### src/block_and_inode_bitmap_allocator_defines.svh
// ----------------------------------------------------------------------------
// Block and inode bitmap allocator assertion macros
// Shared concurrent assertion forms, clocked on clock and disabled in reset.
// ----------------------------------------------------------------------------
`ifndef BLOCK_AND_INODE_BITMAP_ALLOCATOR_DEFINES_SVH
`define BLOCK_AND_INODE_BITMAP_ALLOCATOR_DEFINES_SVH

// The condition holds at every clock edge outside reset.
`define BIA_ASSERT_ALWAYS(label, cond, msg) \
   label: assert property (@(posedge clock) disable iff (reset) (cond)) else $error(msg);

// The consequent holds in the same cycle as the antecedent.
`define BIA_ASSERT_IMPLY(label, ante, cons, msg) \
   label: assert property (@(posedge clock) disable iff (reset) (ante) |-> (cons)) else $error(msg);

`endif

### src/bia_pkg.sv
// ----------------------------------------------------------------------------
// Bitmap allocator package
// Types, codes and constants shared by the controller, datapath and top level.
// ----------------------------------------------------------------------------
package bia_pkg;

   localparam int DEF_NUM_BLOCKS = 1024;
   localparam int DEF_NUM_INODES = 128;

   localparam int WORD_BITS  = 32;
   localparam int WORD_SHIFT = 5;

   localparam logic [9:0] RESET_DATA_START  = 10'd64;
   localparam logic [7:0] RESET_INODE_LIMIT = 8'd128;

   localparam logic [1:0] OP_ALLOC  = 2'd0;
   localparam logic [1:0] OP_FREE   = 2'd1;
   localparam logic [1:0] OP_FORMAT = 2'd2;

   localparam logic [1:0] ST_OK       = 2'd0;
   localparam logic [1:0] ST_FULL     = 2'd1;
   localparam logic [1:0] ST_RANGE    = 2'd2;
   localparam logic [1:0] ST_NOTALLOC = 2'd3;

   localparam logic REG_DATA_START  = 1'b0;
   localparam logic REG_INODE_LIMIT = 1'b1;

   typedef enum logic [2:0] {
      CS_INIT,
      CS_IDLE,
      CS_DECODE,
      CS_SCAN,
      CS_FREE_CHECK,
      CS_FORMAT,
      CS_DONE
   } ctrl_state_type;

   typedef struct packed {
      logic       load_req;
      logic       scan_init;
      logic       scan_run;
      logic       free_read;
      logic       free_commit;
      logic       clear_init;
      logic       clear_run;
      logic       reload;
      logic       set_result;
      logic [1:0] result_code;
      logic       respond;
   } ctrl_cmd_type;

   typedef struct packed {
      logic [1:0] op;
      logic       count_zero;
      logic       range_empty;
      logic       index_bad;
      logic       hit;
      logic       miss;
      logic       clear_done;
      logic       rsp_free;
   } dp_status_type;

   function automatic logic [WORD_SHIFT-1:0] lowest_set(input logic [WORD_BITS-1:0] v);
      logic [WORD_SHIFT-1:0] r;
      r = '0;
      for (int i = WORD_BITS - 1; i >= 0; i--) begin
         if (v[i]) begin
            r = WORD_SHIFT'(i);
         end
      end
      return r;
   endfunction

endpackage

### src/bia_controller.sv
// ----------------------------------------------------------------------------
// Bitmap allocator controller
// Sequences reset clearing, allocate scans, frees, formats and the response.
// ----------------------------------------------------------------------------
`include "block_and_inode_bitmap_allocator_defines.svh"

module bia_controller (
   input  logic                  clock,
   input  logic                  reset,
   input  logic                  req_valid,
   output logic                  req_stall,
   input  bia_pkg::dp_status_type st,
   output bia_pkg::ctrl_cmd_type  cmd
);
   import bia_pkg::*;

   ctrl_state_type state_ff;
   ctrl_state_type state_in;

   always_ff @(posedge clock) begin
      if (reset) begin
         state_ff <= CS_INIT;
      end else begin
         state_ff <= state_in;
      end
   end

   always_comb begin
      state_in  = state_ff;
      cmd       = '0;
      req_stall = 1'b1;
      case (state_ff)
         CS_INIT: begin
            cmd.clear_run = 1'b1;
            if (st.clear_done) begin
               state_in = CS_IDLE;
            end
         end
         CS_IDLE: begin
            req_stall = 1'b0;
            if (req_valid) begin
               cmd.load_req = 1'b1;
               state_in     = CS_DECODE;
            end
         end
         CS_DECODE: begin
            case (st.op)
               OP_ALLOC: begin
                  if (st.count_zero || st.range_empty) begin
                     cmd.set_result  = 1'b1;
                     cmd.result_code = ST_FULL;
                     state_in        = CS_DONE;
                  end else begin
                     cmd.scan_init = 1'b1;
                     state_in      = CS_SCAN;
                  end
               end
               OP_FREE: begin
                  if (st.index_bad) begin
                     cmd.set_result  = 1'b1;
                     cmd.result_code = ST_RANGE;
                     state_in        = CS_DONE;
                  end else begin
                     cmd.free_read = 1'b1;
                     state_in      = CS_FREE_CHECK;
                  end
               end
               OP_FORMAT: begin
                  cmd.clear_init = 1'b1;
                  state_in       = CS_FORMAT;
               end
               default: begin
                  cmd.set_result  = 1'b1;
                  cmd.result_code = ST_OK;
                  state_in        = CS_DONE;
               end
            endcase
         end
         CS_SCAN: begin
            cmd.scan_run = 1'b1;
            if (st.hit) begin
               state_in = CS_DONE;
            end else if (st.miss) begin
               cmd.set_result  = 1'b1;
               cmd.result_code = ST_FULL;
               state_in        = CS_DONE;
            end
         end
         CS_FREE_CHECK: begin
            cmd.free_commit = 1'b1;
            state_in        = CS_DONE;
         end
         CS_FORMAT: begin
            cmd.clear_run = 1'b1;
            if (st.clear_done) begin
               cmd.reload      = 1'b1;
               cmd.set_result  = 1'b1;
               cmd.result_code = ST_OK;
               state_in        = CS_DONE;
            end
         end
         CS_DONE: begin
            if (st.rsp_free) begin
               cmd.respond = 1'b1;
               state_in    = CS_IDLE;
            end
         end
         default: begin
            state_in = CS_INIT;
         end
      endcase
   end

   `BIA_ASSERT_IMPLY(a_busy_stalls, state_ff != CS_IDLE, req_stall, "request taken while busy")
   `BIA_ASSERT_IMPLY(a_hit_miss_excl, st.hit, !st.miss, "scan hit and miss together")

endmodule

### src/bia_datapath.sv
// ----------------------------------------------------------------------------
// Bitmap allocator datapath
// Bitmap word memory, word scanner, pool counters, registers and response.
// ----------------------------------------------------------------------------
`include "block_and_inode_bitmap_allocator_defines.svh"

module bia_datapath #(
   parameter int NUM_BLOCKS = bia_pkg::DEF_NUM_BLOCKS,
   parameter int NUM_INODES = bia_pkg::DEF_NUM_INODES
) (
   input  logic                  clock,
   input  logic                  reset,
   input  logic [1:0]            req_op,
   input  logic                  req_pool,
   input  logic [9:0]            req_index,
   input  logic                  rsp_stall,
   output logic                  rsp_valid,
   output logic [1:0]            rsp_status,
   output logic [9:0]            rsp_granted,
   output logic [9:0]            rsp_free_count,
   input  logic                  csr_valid,
   output logic                  csr_ready,
   input  logic                  csr_index,
   input  logic [9:0]            csr_data,
   input  bia_pkg::ctrl_cmd_type  cmd,
   output bia_pkg::dp_status_type st
);
   import bia_pkg::*;

   localparam int BLK_WORDS = (NUM_BLOCKS + WORD_BITS - 1) / WORD_BITS;
   localparam int INO_WORDS = (NUM_INODES + WORD_BITS - 1) / WORD_BITS;
   localparam int TOT_WORDS = BLK_WORDS + INO_WORDS;
   localparam int AW        = $clog2(TOT_WORDS);
   localparam int SW        = AW + 1;
   localparam int BCW       = $clog2(NUM_BLOCKS);
   localparam int ICW       = $clog2(NUM_INODES + 1);
   localparam int MW        = (BCW > ICW) ? BCW : ICW;
   localparam int CW        = ((MW > 10) ? MW : 10) + 2;

   localparam logic [BCW-1:0] BLK_CNT_RESET =
      (NUM_BLOCKS > int'(RESET_DATA_START)) ? BCW'(NUM_BLOCKS - int'(RESET_DATA_START)) : '0;
   localparam logic [ICW-1:0] INO_CNT_RESET =
      (int'(RESET_INODE_LIMIT) > NUM_INODES) ? ICW'(NUM_INODES) : ICW'(RESET_INODE_LIMIT);

   logic [WORD_BITS-1:0] mem [TOT_WORDS];

   logic [9:0]           data_start_ff;
   logic [7:0]           inode_limit_ff;
   logic [1:0]           op_ff;
   logic                 pool_ff;
   logic [9:0]           index_ff;
   logic [BCW-1:0]       blk_cnt_ff, blk_cnt_in;
   logic [ICW-1:0]       ino_cnt_ff, ino_cnt_in;
   logic [SW-1:0]        scan_addr_ff, scan_addr_in;
   logic [SW-1:0]        scan_end_ff, scan_end_in;
   logic                 rd_vld_ff, rd_vld_in;
   logic [SW-1:0]        rd_word_ff;
   logic [WORD_BITS-1:0] rd_data_ff;
   logic [AW-1:0]        clr_addr_ff, clr_addr_in;
   logic [1:0]           res_status_ff, res_status_in;
   logic [9:0]           res_granted_ff, res_granted_in;
   logic                 rsp_valid_ff, rsp_valid_in;
   logic [1:0]           rsp_status_ff;
   logic [9:0]           rsp_granted_ff;
   logic [9:0]           rsp_count_ff;

   logic [CW-1:0]        eff_ds, eff_lim, lim_nz, idx_cw, base, hit_pos;
   logic                 blk_range_empty, scan_more, found, hit, miss, bit_set;
   logic [SW-1:0]        free_addr, scan_start, scan_end, local_w;
   logic                 rd_en;
   logic [AW-1:0]        rd_addr;
   logic [WORD_BITS-1:0] usable, cand;
   logic [WORD_SHIFT-1:0] hit_bit;
   logic                 we;
   logic [AW-1:0]        wa;
   logic [WORD_BITS-1:0] wd;

   assign csr_ready = 1'b1;

   always_comb begin
      eff_ds = (data_start_ff == '0) ? CW'(1) : CW'(data_start_ff);
      lim_nz = (inode_limit_ff == '0) ? CW'(1) : CW'(inode_limit_ff);
      eff_lim = (lim_nz > CW'(NUM_INODES)) ? CW'(NUM_INODES) : lim_nz;
      blk_range_empty = eff_ds >= CW'(NUM_BLOCKS);
      idx_cw = CW'(index_ff);

      free_addr = pool_ff ? (SW'(BLK_WORDS) + SW'(idx_cw >> WORD_SHIFT))
                          : SW'(idx_cw >> WORD_SHIFT);
      scan_start = pool_ff ? SW'(BLK_WORDS) : SW'(eff_ds >> WORD_SHIFT);
      scan_end = pool_ff ? (SW'(BLK_WORDS) + SW'((eff_lim - CW'(1)) >> WORD_SHIFT))
                         : SW'(BLK_WORDS - 1);
      scan_more = scan_addr_ff <= scan_end_ff;

      local_w = pool_ff ? (rd_word_ff - SW'(BLK_WORDS)) : rd_word_ff;
      base = CW'(local_w) << WORD_SHIFT;
      for (int b = 0; b < WORD_BITS; b++) begin
         if (pool_ff) begin
            usable[b] = (base | CW'(b)) < eff_lim;
         end else begin
            usable[b] = ((base | CW'(b)) >= eff_ds) && ((base | CW'(b)) < CW'(NUM_BLOCKS));
         end
      end
      cand    = ~rd_data_ff & usable;
      found   = |cand;
      hit_bit = lowest_set(cand);
      hit_pos = base | CW'(hit_bit);
      hit     = cmd.scan_run && rd_vld_ff && found;
      miss    = cmd.scan_run && !rd_vld_ff && !scan_more;
      bit_set = rd_data_ff[index_ff[WORD_SHIFT-1:0]];

      rd_en   = cmd.free_read || (cmd.scan_run && scan_more);
      rd_addr = cmd.free_read ? free_addr[AW-1:0] : scan_addr_ff[AW-1:0];
   end

   always_comb begin
      we = 1'b0;
      wa = rd_word_ff[AW-1:0];
      wd = rd_data_ff;
      if (cmd.clear_run) begin
         we = 1'b1;
         wa = clr_addr_ff;
         wd = '0;
      end else if (hit) begin
         we = 1'b1;
         wd = rd_data_ff | (WORD_BITS'(1) << hit_bit);
      end else if (cmd.free_commit && bit_set) begin
         we = 1'b1;
         wd = rd_data_ff & ~(WORD_BITS'(1) << index_ff[WORD_SHIFT-1:0]);
      end
   end

   always_ff @(posedge clock) begin
      if (we) begin
         mem[wa] <= wd;
      end
      if (rd_en) begin
         rd_data_ff <= mem[rd_addr];
         rd_word_ff <= SW'(rd_addr);
      end
   end

   always_comb begin
      scan_addr_in = scan_addr_ff;
      scan_end_in  = scan_end_ff;
      rd_vld_in    = 1'b0;
      if (cmd.scan_init) begin
         scan_addr_in = scan_start;
         scan_end_in  = scan_end;
      end else if (cmd.scan_run && scan_more) begin
         scan_addr_in = scan_addr_ff + SW'(1);
         rd_vld_in    = 1'b1;
      end

      clr_addr_in = clr_addr_ff;
      if (cmd.clear_init) begin
         clr_addr_in = '0;
      end else if (cmd.clear_run) begin
         clr_addr_in = clr_addr_ff + AW'(1);
      end

      blk_cnt_in = blk_cnt_ff;
      ino_cnt_in = ino_cnt_ff;
      if (cmd.reload) begin
         blk_cnt_in = blk_range_empty ? '0 : BCW'(CW'(NUM_BLOCKS) - eff_ds);
         ino_cnt_in = ICW'(eff_lim);
      end else if (hit) begin
         if (pool_ff) begin
            ino_cnt_in = ino_cnt_ff - ICW'(1);
         end else begin
            blk_cnt_in = blk_cnt_ff - BCW'(1);
         end
      end else if (cmd.free_commit && bit_set) begin
         if (pool_ff) begin
            ino_cnt_in = ino_cnt_ff + ICW'(1);
         end else begin
            blk_cnt_in = blk_cnt_ff + BCW'(1);
         end
      end

      res_status_in  = res_status_ff;
      res_granted_in = res_granted_ff;
      if (cmd.set_result) begin
         res_status_in  = cmd.result_code;
         res_granted_in = '0;
      end else if (hit) begin
         res_status_in  = ST_OK;
         res_granted_in = 10'(hit_pos);
      end else if (cmd.free_commit) begin
         res_status_in  = bit_set ? ST_OK : ST_NOTALLOC;
         res_granted_in = '0;
      end

      rsp_valid_in = rsp_valid_ff && rsp_stall;
      if (cmd.respond) begin
         rsp_valid_in = 1'b1;
      end
   end

   always_ff @(posedge clock) begin
      if (reset) begin
         data_start_ff  <= RESET_DATA_START;
         inode_limit_ff <= RESET_INODE_LIMIT;
         blk_cnt_ff     <= BLK_CNT_RESET;
         ino_cnt_ff     <= INO_CNT_RESET;
         scan_addr_ff   <= '0;
         scan_end_ff    <= '0;
         rd_vld_ff      <= 1'b0;
         clr_addr_ff    <= '0;
         rsp_valid_ff   <= 1'b0;
      end else begin
         if (csr_valid && csr_ready) begin
            case (csr_index)
               REG_DATA_START:  data_start_ff  <= csr_data;
               REG_INODE_LIMIT: inode_limit_ff <= csr_data[7:0];
               default:         data_start_ff  <= data_start_ff;
            endcase
         end
         blk_cnt_ff   <= blk_cnt_in;
         ino_cnt_ff   <= ino_cnt_in;
         scan_addr_ff <= scan_addr_in;
         scan_end_ff  <= scan_end_in;
         rd_vld_ff    <= rd_vld_in;
         clr_addr_ff  <= clr_addr_in;
         rsp_valid_ff <= rsp_valid_in;
      end
   end

   always_ff @(posedge clock) begin
      if (cmd.load_req) begin
         op_ff    <= req_op;
         pool_ff  <= req_pool;
         index_ff <= req_index;
      end
      res_status_ff  <= res_status_in;
      res_granted_ff <= res_granted_in;
      if (cmd.respond) begin
         rsp_status_ff  <= res_status_ff;
         rsp_granted_ff <= res_granted_ff;
         rsp_count_ff   <= pool_ff ? 10'(ino_cnt_ff) : 10'(blk_cnt_ff);
      end
   end

   assign rsp_valid      = rsp_valid_ff;
   assign rsp_status     = rsp_status_ff;
   assign rsp_granted    = rsp_granted_ff;
   assign rsp_free_count = rsp_count_ff;

   always_comb begin
      st             = '0;
      st.op          = op_ff;
      st.count_zero  = pool_ff ? (ino_cnt_ff == '0) : (blk_cnt_ff == '0);
      st.range_empty = !pool_ff && blk_range_empty;
      st.index_bad   = pool_ff ? (idx_cw >= eff_lim)
                               : ((idx_cw < eff_ds) || (idx_cw >= CW'(NUM_BLOCKS)));
      st.hit         = hit;
      st.miss        = miss;
      st.clear_done  = clr_addr_ff == AW'(TOT_WORDS - 1);
      st.rsp_free    = !rsp_valid_ff || !rsp_stall;
   end

   `BIA_ASSERT_ALWAYS(a_blk_cnt_bound, blk_cnt_ff <= BCW'(NUM_BLOCKS - 1), "block count too large")
   `BIA_ASSERT_ALWAYS(a_ino_cnt_bound, ino_cnt_ff <= ICW'(NUM_INODES), "inode count too large")
   `BIA_ASSERT_IMPLY(a_granted_zero, rsp_valid_ff && (rsp_status_ff != ST_OK), rsp_granted_ff == '0, "granted set on failure")

endmodule

### src/block_and_inode_bitmap_allocator.sv
// ----------------------------------------------------------------------------
// Block and inode bitmap allocator
// Two first-fit bitmap pools for data blocks and inodes.
// ----------------------------------------------------------------------------
// Requests enter on req_valid/req_stall with op, pool and index; each request
// gives one response on rsp_valid/rsp_stall with status, granted index and the
// free count of the addressed pool. Registers data_start and inode_limit are
// written through csr_valid/csr_ready, which is always ready.
// Both bitmaps live in one memory of 32-bit words. An allocate reads one word
// per cycle and takes the lowest clear bit, scanning until a hit or the end
// of the pool. A free reads the addressed word and then clears the bit if set;
// a format clears every memory word and reloads both free counts; an unused op
// responds with status OK.
// After reset the block sweeps the whole memory to zero, one word a cycle,
// and holds req_stall high meanwhile.
// A finished response sits in an output register; the next request is taken
// while it waits, and a second response waits until the first is taken.
// ----------------------------------------------------------------------------
module block_and_inode_bitmap_allocator #(
   parameter int NUM_BLOCKS = bia_pkg::DEF_NUM_BLOCKS,
   parameter int NUM_INODES = bia_pkg::DEF_NUM_INODES
) (
   input  logic       clock,
   input  logic       reset,
   input  logic       req_valid,
   output logic       req_stall,
   input  logic [1:0] req_op,
   input  logic       req_pool,
   input  logic [9:0] req_index,
   output logic       rsp_valid,
   input  logic       rsp_stall,
   output logic [1:0] rsp_status,
   output logic [9:0] rsp_granted,
   output logic [9:0] rsp_free_count,
   input  logic       csr_valid,
   output logic       csr_ready,
   input  logic       csr_index,
   input  logic [9:0] csr_data
);
   import bia_pkg::*;

   ctrl_cmd_type  cmd;
   dp_status_type st;

   bia_controller u_controller (
      .clock     (clock),
      .reset     (reset),
      .req_valid (req_valid),
      .req_stall (req_stall),
      .st        (st),
      .cmd       (cmd)
   );

   bia_datapath #(
      .NUM_BLOCKS (NUM_BLOCKS),
      .NUM_INODES (NUM_INODES)
   ) u_datapath (
      .clock          (clock),
      .reset          (reset),
      .req_op         (req_op),
      .req_pool       (req_pool),
      .req_index      (req_index),
      .rsp_stall      (rsp_stall),
      .rsp_valid      (rsp_valid),
      .rsp_status     (rsp_status),
      .rsp_granted    (rsp_granted),
      .rsp_free_count (rsp_free_count),
      .csr_valid      (csr_valid),
      .csr_ready      (csr_ready),
      .csr_index      (csr_index),
      .csr_data       (csr_data),
      .cmd            (cmd),
      .st             (st)
   );

endmodule

### config.mk
export PLATFORM = sky130hd
export DESIGN_NAME = block_and_inode_bitmap_allocator
export DESIGN_NICKNAME = d
export VERILOG_FILES = /design/src/bia_pkg.sv /design/src/bia_controller.sv /design/src/bia_datapath.sv /design/src/block_and_inode_bitmap_allocator.sv
export VERILOG_INCLUDE_DIRS = /design/src /design/src/src
export SDC_FILE = /design/constraint.sdc
export NUM_CORES = 2
export LEC_CHECK = 0
export BUFFER_PORTS_ARGS = -buffer_cell sky130_fd_sc_hd__buf_2
export CORE_MARGIN = 2
export CORE_UTILIZATION = 50
export CTS_CLUSTER_DIAMETER = 60
export DETAILED_ROUTE_END_ITERATION = 7
export PLACE_DENSITY = 0.67
export SKIP_CTS_REPAIR_TIMING = 1
export SLEW_MARGIN = 30
export SYNTH_ARGS = -nofsm -noshare
export SYNTH_HDL_FRONTEND = slang
export SYNTH_SLANG_ARGS = --single-unit
export TNS_END_PERCENT = 30
### constraint.sdc
create_clock -name clock -period 7.8 [get_ports clock]
set_input_delay 0 -clock clock [delete_from_list [all_inputs] [get_ports clock]]
set_output_delay 0 -clock clock [all_outputs]
set_load 0.01 [all_outputs]
Word level (Yosys, flattened, before mapping):

Memory sizes are Yosys's and may differ from the RTL's. A register that Yosys moved wholly into a read port is not among the register bits.
Index checks and enable logic that the tools add are counted.

* register bits: 114
* latch bits: 0
* bits in writable memories: 1152
* memory bits (read-only): 0
* input port bits: 29
* logic and storage cells: 369
* memories: 1

* $add $sub $neg: 11
* $mul: 0
* div/mod/pow operators: 0
* order comparisons: 103
* eq/ne operators: 15
* shift-type cells: 2
* mux-type cells: 141
* bitwise logic cells: 7
* reductions and logical operators: 69

Memory list
* u_datapath.mem: depth 36, bits a word 32, read ports 1, clocked after Yosys merged registers in 1, write ports 1, RTL line bia_datapath.sv:45 `logic [WORD_BITS-1:0] mem [TOT_WORDS];`

Operators with widths (count)
* >= comparator 12 x 10 -> 1 bit: 32
* less-than comparator 12 x 11 -> 1 bit (second input constant): 32
* less-than comparator 12 bit: 32
* 2-to-1 mux 5 bit: 32
* 2-to-1 mux 32 bit: 3
* 2-to-1 mux 10 bit: 9
* AND 32 bit: 2
* inverter 32 bit: 2
* << shifter 1 x 5 -> 32 bit (first input constant): 2
* 2-to-1 mux 1 bit: 59
* 2-to-1 mux 8 bit: 7
* logical AND 1 bit: 40
* 2-to-1 mux 7 bit: 5
* 2-to-1 mux 3 bit: 11
* OR 32 bit: 1
* OR reduction 32 bit: 1
* case mux 3 bit (3 select lines): 3
* case mux 3 bit (7 select lines): 1
* zero test 10 bit: 2
* 2-to-1 mux 6 bit: 3
* zero test 8 bit: 2
* >= comparator 10 x 12 -> 1 bit: 1
* >= comparator 12 x 11 -> 1 bit (second input constant): 1
* > comparator 12 x 8 -> 1 bit (second input constant): 1
* other kinds (38): 64

Longest topological paths before layout:

* word-level depth: 43
* mapped depth: 25
* depth with buffers taken out: 23

Cells and area by module:

Synthesis repeated with hierarchy kept, for this count alone.

* cells, all modules: 4723
* area total of the unflattened synthesis: 56178.9 sq um

Modules (own cells, without submodules)
* bia_datapath: times used 1, cells each 4654, area an instance 55680.9 sq um
* bia_controller: times used 1, cells each 69, area an instance 498.0 sq um

Worst setup path before layout:

OpenSTA, ideal clock, no wires.

* path kind: register to register
* from: register u_datapath.pool_ff
* to: memory u_datapath.mem[11][0], enable pin
* arrival: 6.293 ns
* slack: 1.005 ns
* cell stages (with the launch flop): 15
* buffers on the path: 3
* clock period less this slack: 6.795 ns
* cell sequence: edfxtp_1 ha_1 clkbuf_1 nand3_1 or3_1 clkbuf_1 nor2_1 o21ai_0 a221oi_1 or3_1 o41ai_4 buf_4 a21oi_1 a21oi_2 nor4_1

* cells in the longest elaborated chain, start to end: 11

Ends and longest elaborated chain
* from (decl): RTL line bia_datapath.sv:50 `logic pool_ff;`
* from (signal assigned): RTL line bia_datapath.sv:231 `pool_ff <= req_pool;`
* 2-to-1 mux 7 bit: RTL line bia_datapath.sv:94 `local_w = pool_ff ? (rd_word_ff - SW'(BLK_WORDS)) : rd_word_ff;`
* >= comparator 12 x 10 -> 1 bit / less-than comparator 12 x 11 -> 1 bit (equally long branches): RTL line bia_datapath.sv:100 `usable[b] = ((base | CW'(b)) >= eff_ds) && ((base | CW'(b)) < CW'(NUM_BLOCKS));`
* logical AND 1 bit: RTL line bia_datapath.sv:100
* 2-to-1 mux 1 bit: RTL line bia_datapath.sv:97 `if (pool_ff) begin`
* AND 32 bit *: RTL line bia_datapath.sv:103 `cand = ~rd_data_ff & usable;`
* OR reduction 32 bit *: RTL line bia_datapath.sv:104 `found = |cand;`
* logical AND 1 bit *: RTL line bia_datapath.sv:107 `hit = cmd.scan_run && rd_vld_ff && found;`
* 2-to-1 mux 1 bit *: RTL line bia_datapath.sv:123 `end else if (hit) begin`
* 2-to-1 mux 1 bit *: RTL line bia_datapath.sv:119 `if (cmd.clear_run) begin`
* 2-to-1 mux 1 bit *: RTL line bia_datapath.sv:133 `if (we) begin`
* 2-to-1 mux 1 bit (not written as such) *: RTL line bia_datapath.sv:134 `mem[wa] <= wd;`
* to (decl): RTL line bia_datapath.sv:45

Every way passes the cells marked *; elsewhere a longest branch is shown, timed or not.

Final worst setup path:

* from: register u_datapath.rd_word_ff[5]
* to: register u_datapath.ino_cnt_ff[7]

* cells in the longest elaborated chain, start to end: 10

Ends and longest elaborated chain
* from (decl): RTL line bia_datapath.sv:57 `logic [SW-1:0] rd_word_ff;`
* from (signal assigned): RTL line bia_datapath.sv:138 `rd_word_ff <= SW'(rd_addr);`
* subtractor 6 x 6 -> 7 bit: RTL line bia_datapath.sv:94
* 2-to-1 mux 7 bit *: RTL line bia_datapath.sv:94
* >= comparator 12 x 10 -> 1 bit / less-than comparator 12 x 11 -> 1 bit (equally long branches): RTL line bia_datapath.sv:100
* logical AND 1 bit: RTL line bia_datapath.sv:100
* 2-to-1 mux 1 bit: RTL line bia_datapath.sv:97
* AND 32 bit *: RTL line bia_datapath.sv:103
* OR reduction 32 bit *: RTL line bia_datapath.sv:104
* logical AND 1 bit *: RTL line bia_datapath.sv:107
* nonzero test 3 bit (no source line) / 2-to-1 mux 8 bit (equally long branches)
* AND reduction 2 bit (no source line) / 2-to-1 mux 8 bit (equally long branches)
* to (signal assigned): RTL line bia_datapath.sv:219 `ino_cnt_ff <= ino_cnt_in;`
* to (decl): RTL line bia_datapath.sv:53 `logic [ICW-1:0] ino_cnt_ff, ino_cnt_in;`

Marks and branches as above.
A chain may end at the register's enable or synchronous reset.

==> summary.txt <==
STA
  • Period utilization: 87.45%
  • Worst hold slack: 0.009340 ns
  • F_max: 0.1466 GHz
  • RSZ-0062 raised after global routing: no
  • Slew Limit Fails: 0
  • Worst Setup Slack, final: 0.9790 ns
  • Fin Setup TNS: 0 ns
  • Hold Violations, Final: 0
  • Worst-case clock skew: 0.03441 ns
  • Worst-Margin Slew: 1.077 ns
  • Finish-stage setup viols: 0
  • Slew HR: 27.23%
  • Fin crit period: 6.821 ns

Clocking
  • CTS root buf: clkbuf_16
  • CTS HTree Levels: 4
  • CTS Sinks: 1298
  • Num CTS Buffers: 135
  • Worst skew pair latency: 0.77 ns
  • Clk buf depth: 3
  • Clock tree from TritonCTS: yes
  • Clock transition at the registers of the reported paths: 0.06 ns

Route
  • Wirelength per Cell: 30.10 um
  • Drt total wl: 169200 um
  • Antenna-violating nets left: 0
  • Vias/cell: 6.518
  • Starting DRT DRC Count: 5068
  • Routed vias: 36631
  • First-pass detailed-route iteration total: 6
  • DR DRC count: 0

Hold path
  • Min-delay src: req_index[9]
  • HP Class: input pin to flop

Floorplan
  • Die X: 335.0 um
  • Ports: 54
  • Row count: 121
  • Die Area: 112200 um^2
  • Chip height: 335.0 um
  • Initial Utilization: 50.39%
  • Core Area: 108700 um^2

Logic synthesis
  • Post-synth top flop: edfxtp_1
  • Register area share after synthesis: 69.86%
  • Post-Syn Instances: 3953
  • Mapped cell area: 54780 um^2
  • Async S/R FF share, synth: 0%
  • Syn_nets: 4040
  • Number of flops mapped to enable cells by yosys: 1227
  • Yosys cell types: 87
  • YS warnings: 0
  • Syn avg cell area: 13.86 um^2
  • Flops & latches, synth: 1298

Flow run
  • Max Cap Viol: 0

GRT
  • Largest net degree at the start of global routing: 125
  • First-pass GRT wire length: 239800 um
  • GRT Util Overall: 29.70%
  • Vias in the first global route: 34235
  • GRT Residual Overflow: 0
  • Initial antenna violation count: 3

Critical path
  • RR Endpoint: u_datapath.ino_cnt_ff[7]
  • Critical Path Source: u_datapath.rd_word_ff[5]
  • Required time worst endpoint: 8.42 ns
  • Crit path to: u_datapath.ino_cnt_ff[7]
  • R2R Setup Slk: 0.98 ns
  • RR Startpoint: u_datapath.rd_word_ff[5]
  • Reg2reg path depth: 20
  • CP Launch Type: flop
  • CP endpoint kind: flop
  • Crit Path Max Fanout: 15
  • Critical Path AT: 7.45 ns
  • CP Class: flop to flop

Power
  • Max VDD drop: 0.0002672 V
  • Leakage Power: 21.66 nW
  • Power per cell area: 250.1 nW/um^2
  • Pwr Total: 15.65 mW

Placed design
  • Post-placement cell count: 5320
  • RD Place Congestion: 0.9785
  • Dpl ws: 1.146 ns
  • Buffers on Ports: 52
  • Post-placement cell area: 57670 um^2
  • DPL Wire Length: 100100 um

Final layout
  • Non-Filler Instances: 5620
  • FILL cells: 8421
  • Share of cells above drive strength 1: 13.37%
  • Area grow syn2layout: 14.19%
  • Finished Cell Area: 62550 um^2
  • Layout Utilization: 57.54%
  • Most common cell after layout, fill and taps aside: edfxtp_1
  • Most frequent cells in the layout: 1227 x edfxtp_1, 574 x nand2_1, 230 x mux2i_1
  • Nets: 4187

Run status
  • Status: finished clean
-- cells by family after synthesis --
| kind of cell | share of synthesized area (%) |
|---|---|
| XOR/XNOR | 0.4797 |
| AO/OA/AOI/OAI | 11.05 |
| adder cells (fa/ha/maj) | 1.352 |
| buffers and inverters | 2.193 |
| multiplexers | 5.758 |
| AND/OR/NAND/NOR | 9.299 |
| flip-flops | 69.86 |
| other | 0.006846 |
-- critical path, stage by stage (launching register included) --
cell       delay (ns)
edfxtp_1         0.35
inv_1            0.08
ha_1             0.64
nor3b_1          0.73
a41oi_1          0.41
o21bai_1         0.27
a221oi_1         0.43
a31oi_1          0.19
or3_1            0.49
o41ai_4          0.64
inv_2            0.25
buf_4            0.29
ha_1             0.34
a21o_1           0.19
a21o_1           0.17
a21oi_1          0.21
nor2_1           0.09
a211oi_1         0.38
nand3_1          0.13
o2111ai_1        0.20
o311ai_0         0.17
-- flip-flops by register name (all words and copies together), names as in the netlist, 3 cells and up --
register	cells
u_datapath.clr_addr_ff	6
u_datapath.scan_end_ff	7
u_datapath.rd_data_ff	32
u_datapath.index_ff	10
u_datapath.mem	1152
u_controller.state_ff	3
u_datapath.ino_cnt_ff	8
u_datapath.rsp_free_count	10
u_datapath.blk_cnt_ff	10
u_datapath.res_granted_ff	10
u_datapath.scan_addr_ff	7
u_datapath.data_start_ff	10
u_datapath.rd_word_ff	6
u_datapath.inode_limit_ff	8
u_datapath.rsp_granted	10
-- synthesized netlist by cell type (15+ instances only) --
master / n / area share (%)
xnor2_1: 21 / 0.34
a2111oi_0: 26 / 0.42
nor3_1: 30 / 0.27
a21oi_1: 193 / 1.8
or3_1: 19 / 0.22
o22ai_1: 67 / 0.77
ha_1: 56 / 1.3
and3_1: 104 / 1.2
o21ai_0: 110 / 1.0
nor4_1: 59 / 0.67
buf_2: 30 / 0.27
o211ai_1: 32 / 0.44
a31oi_1: 50 / 0.57
o221ai_1: 35 / 0.56
inv_1: 48 / 0.33
mux2i_1: 233 / 4.3
nand3_1: 110 / 1.0
clkbuf_1: 201 / 1.4
a21o_1: 20 / 0.27
buf_1: 15 / 0.10
dfxtp_1: 71 / 2.6
a211oi_1: 147 / 2.0
nand2_1: 575 / 3.9
mux4_2: 31 / 1.3
edfxtp_1: 1227 / 67
a311oi_1: 78 / 1.2
nor2_1: 115 / 0.79
-- how the worst min path moves through the flow --
stage	endpoint	slack (ns)	cells past startpoint
3_5_place_dp	u_datapath.index_ff[6]	0.18	1
4_1_cts	u_datapath.index_ff[5]	-0.63	1
6_report	u_datapath.index_ff[9]	0.009	2
5_1_grt	u_datapath.index_ff[5]	0.006	2
3_3_place_gp	u_datapath.index_ff[6]	0.18	1
2_1_floorplan	u_datapath.index_ff[0]	0.1	0
-- final cells by class --
type / instances / area (um^2) / share of cell area [%]
inverters: 55 / 221.5 / 0.3541
flip-flops and latches: 1298 / 38270 / 61.18
clock buffers: 160 / 3577 / 5.719
repair buffers: 260 / 2085 / 3.333
clock inverters: 80 / 719.4 / 1.150
well taps: 1414 / 1769 / 2.828
diodes: 3 / 7.507 / 0.01200
multi-input cells: 2350 / 15900 / 25.43
-- layer usage --
metal / share of wire, % / wire, um / global-route usage, % / vias to the layer above
li1: - / - / - / 15756
met1: 39 / 65600 / 39.77 / 18462
met2: 47 / 80360 / 47.38 / 2025
met3: 9.4 / 15970 / 5.765 / 388
met4: 4.3 / 7250 / 13.19 / 0
met5: 0 / 0 / 0 / -
-- report_power, final --
part,leakage (nW),switching (mW),internal [mW]
Combinational,8.45,0.857,0.351
Sequential,11.1,0.0901,8.04
Clock,2.12,2.67,3.64
Total,21.7,3.61,12.0
(Power assumes the default switching activity.)
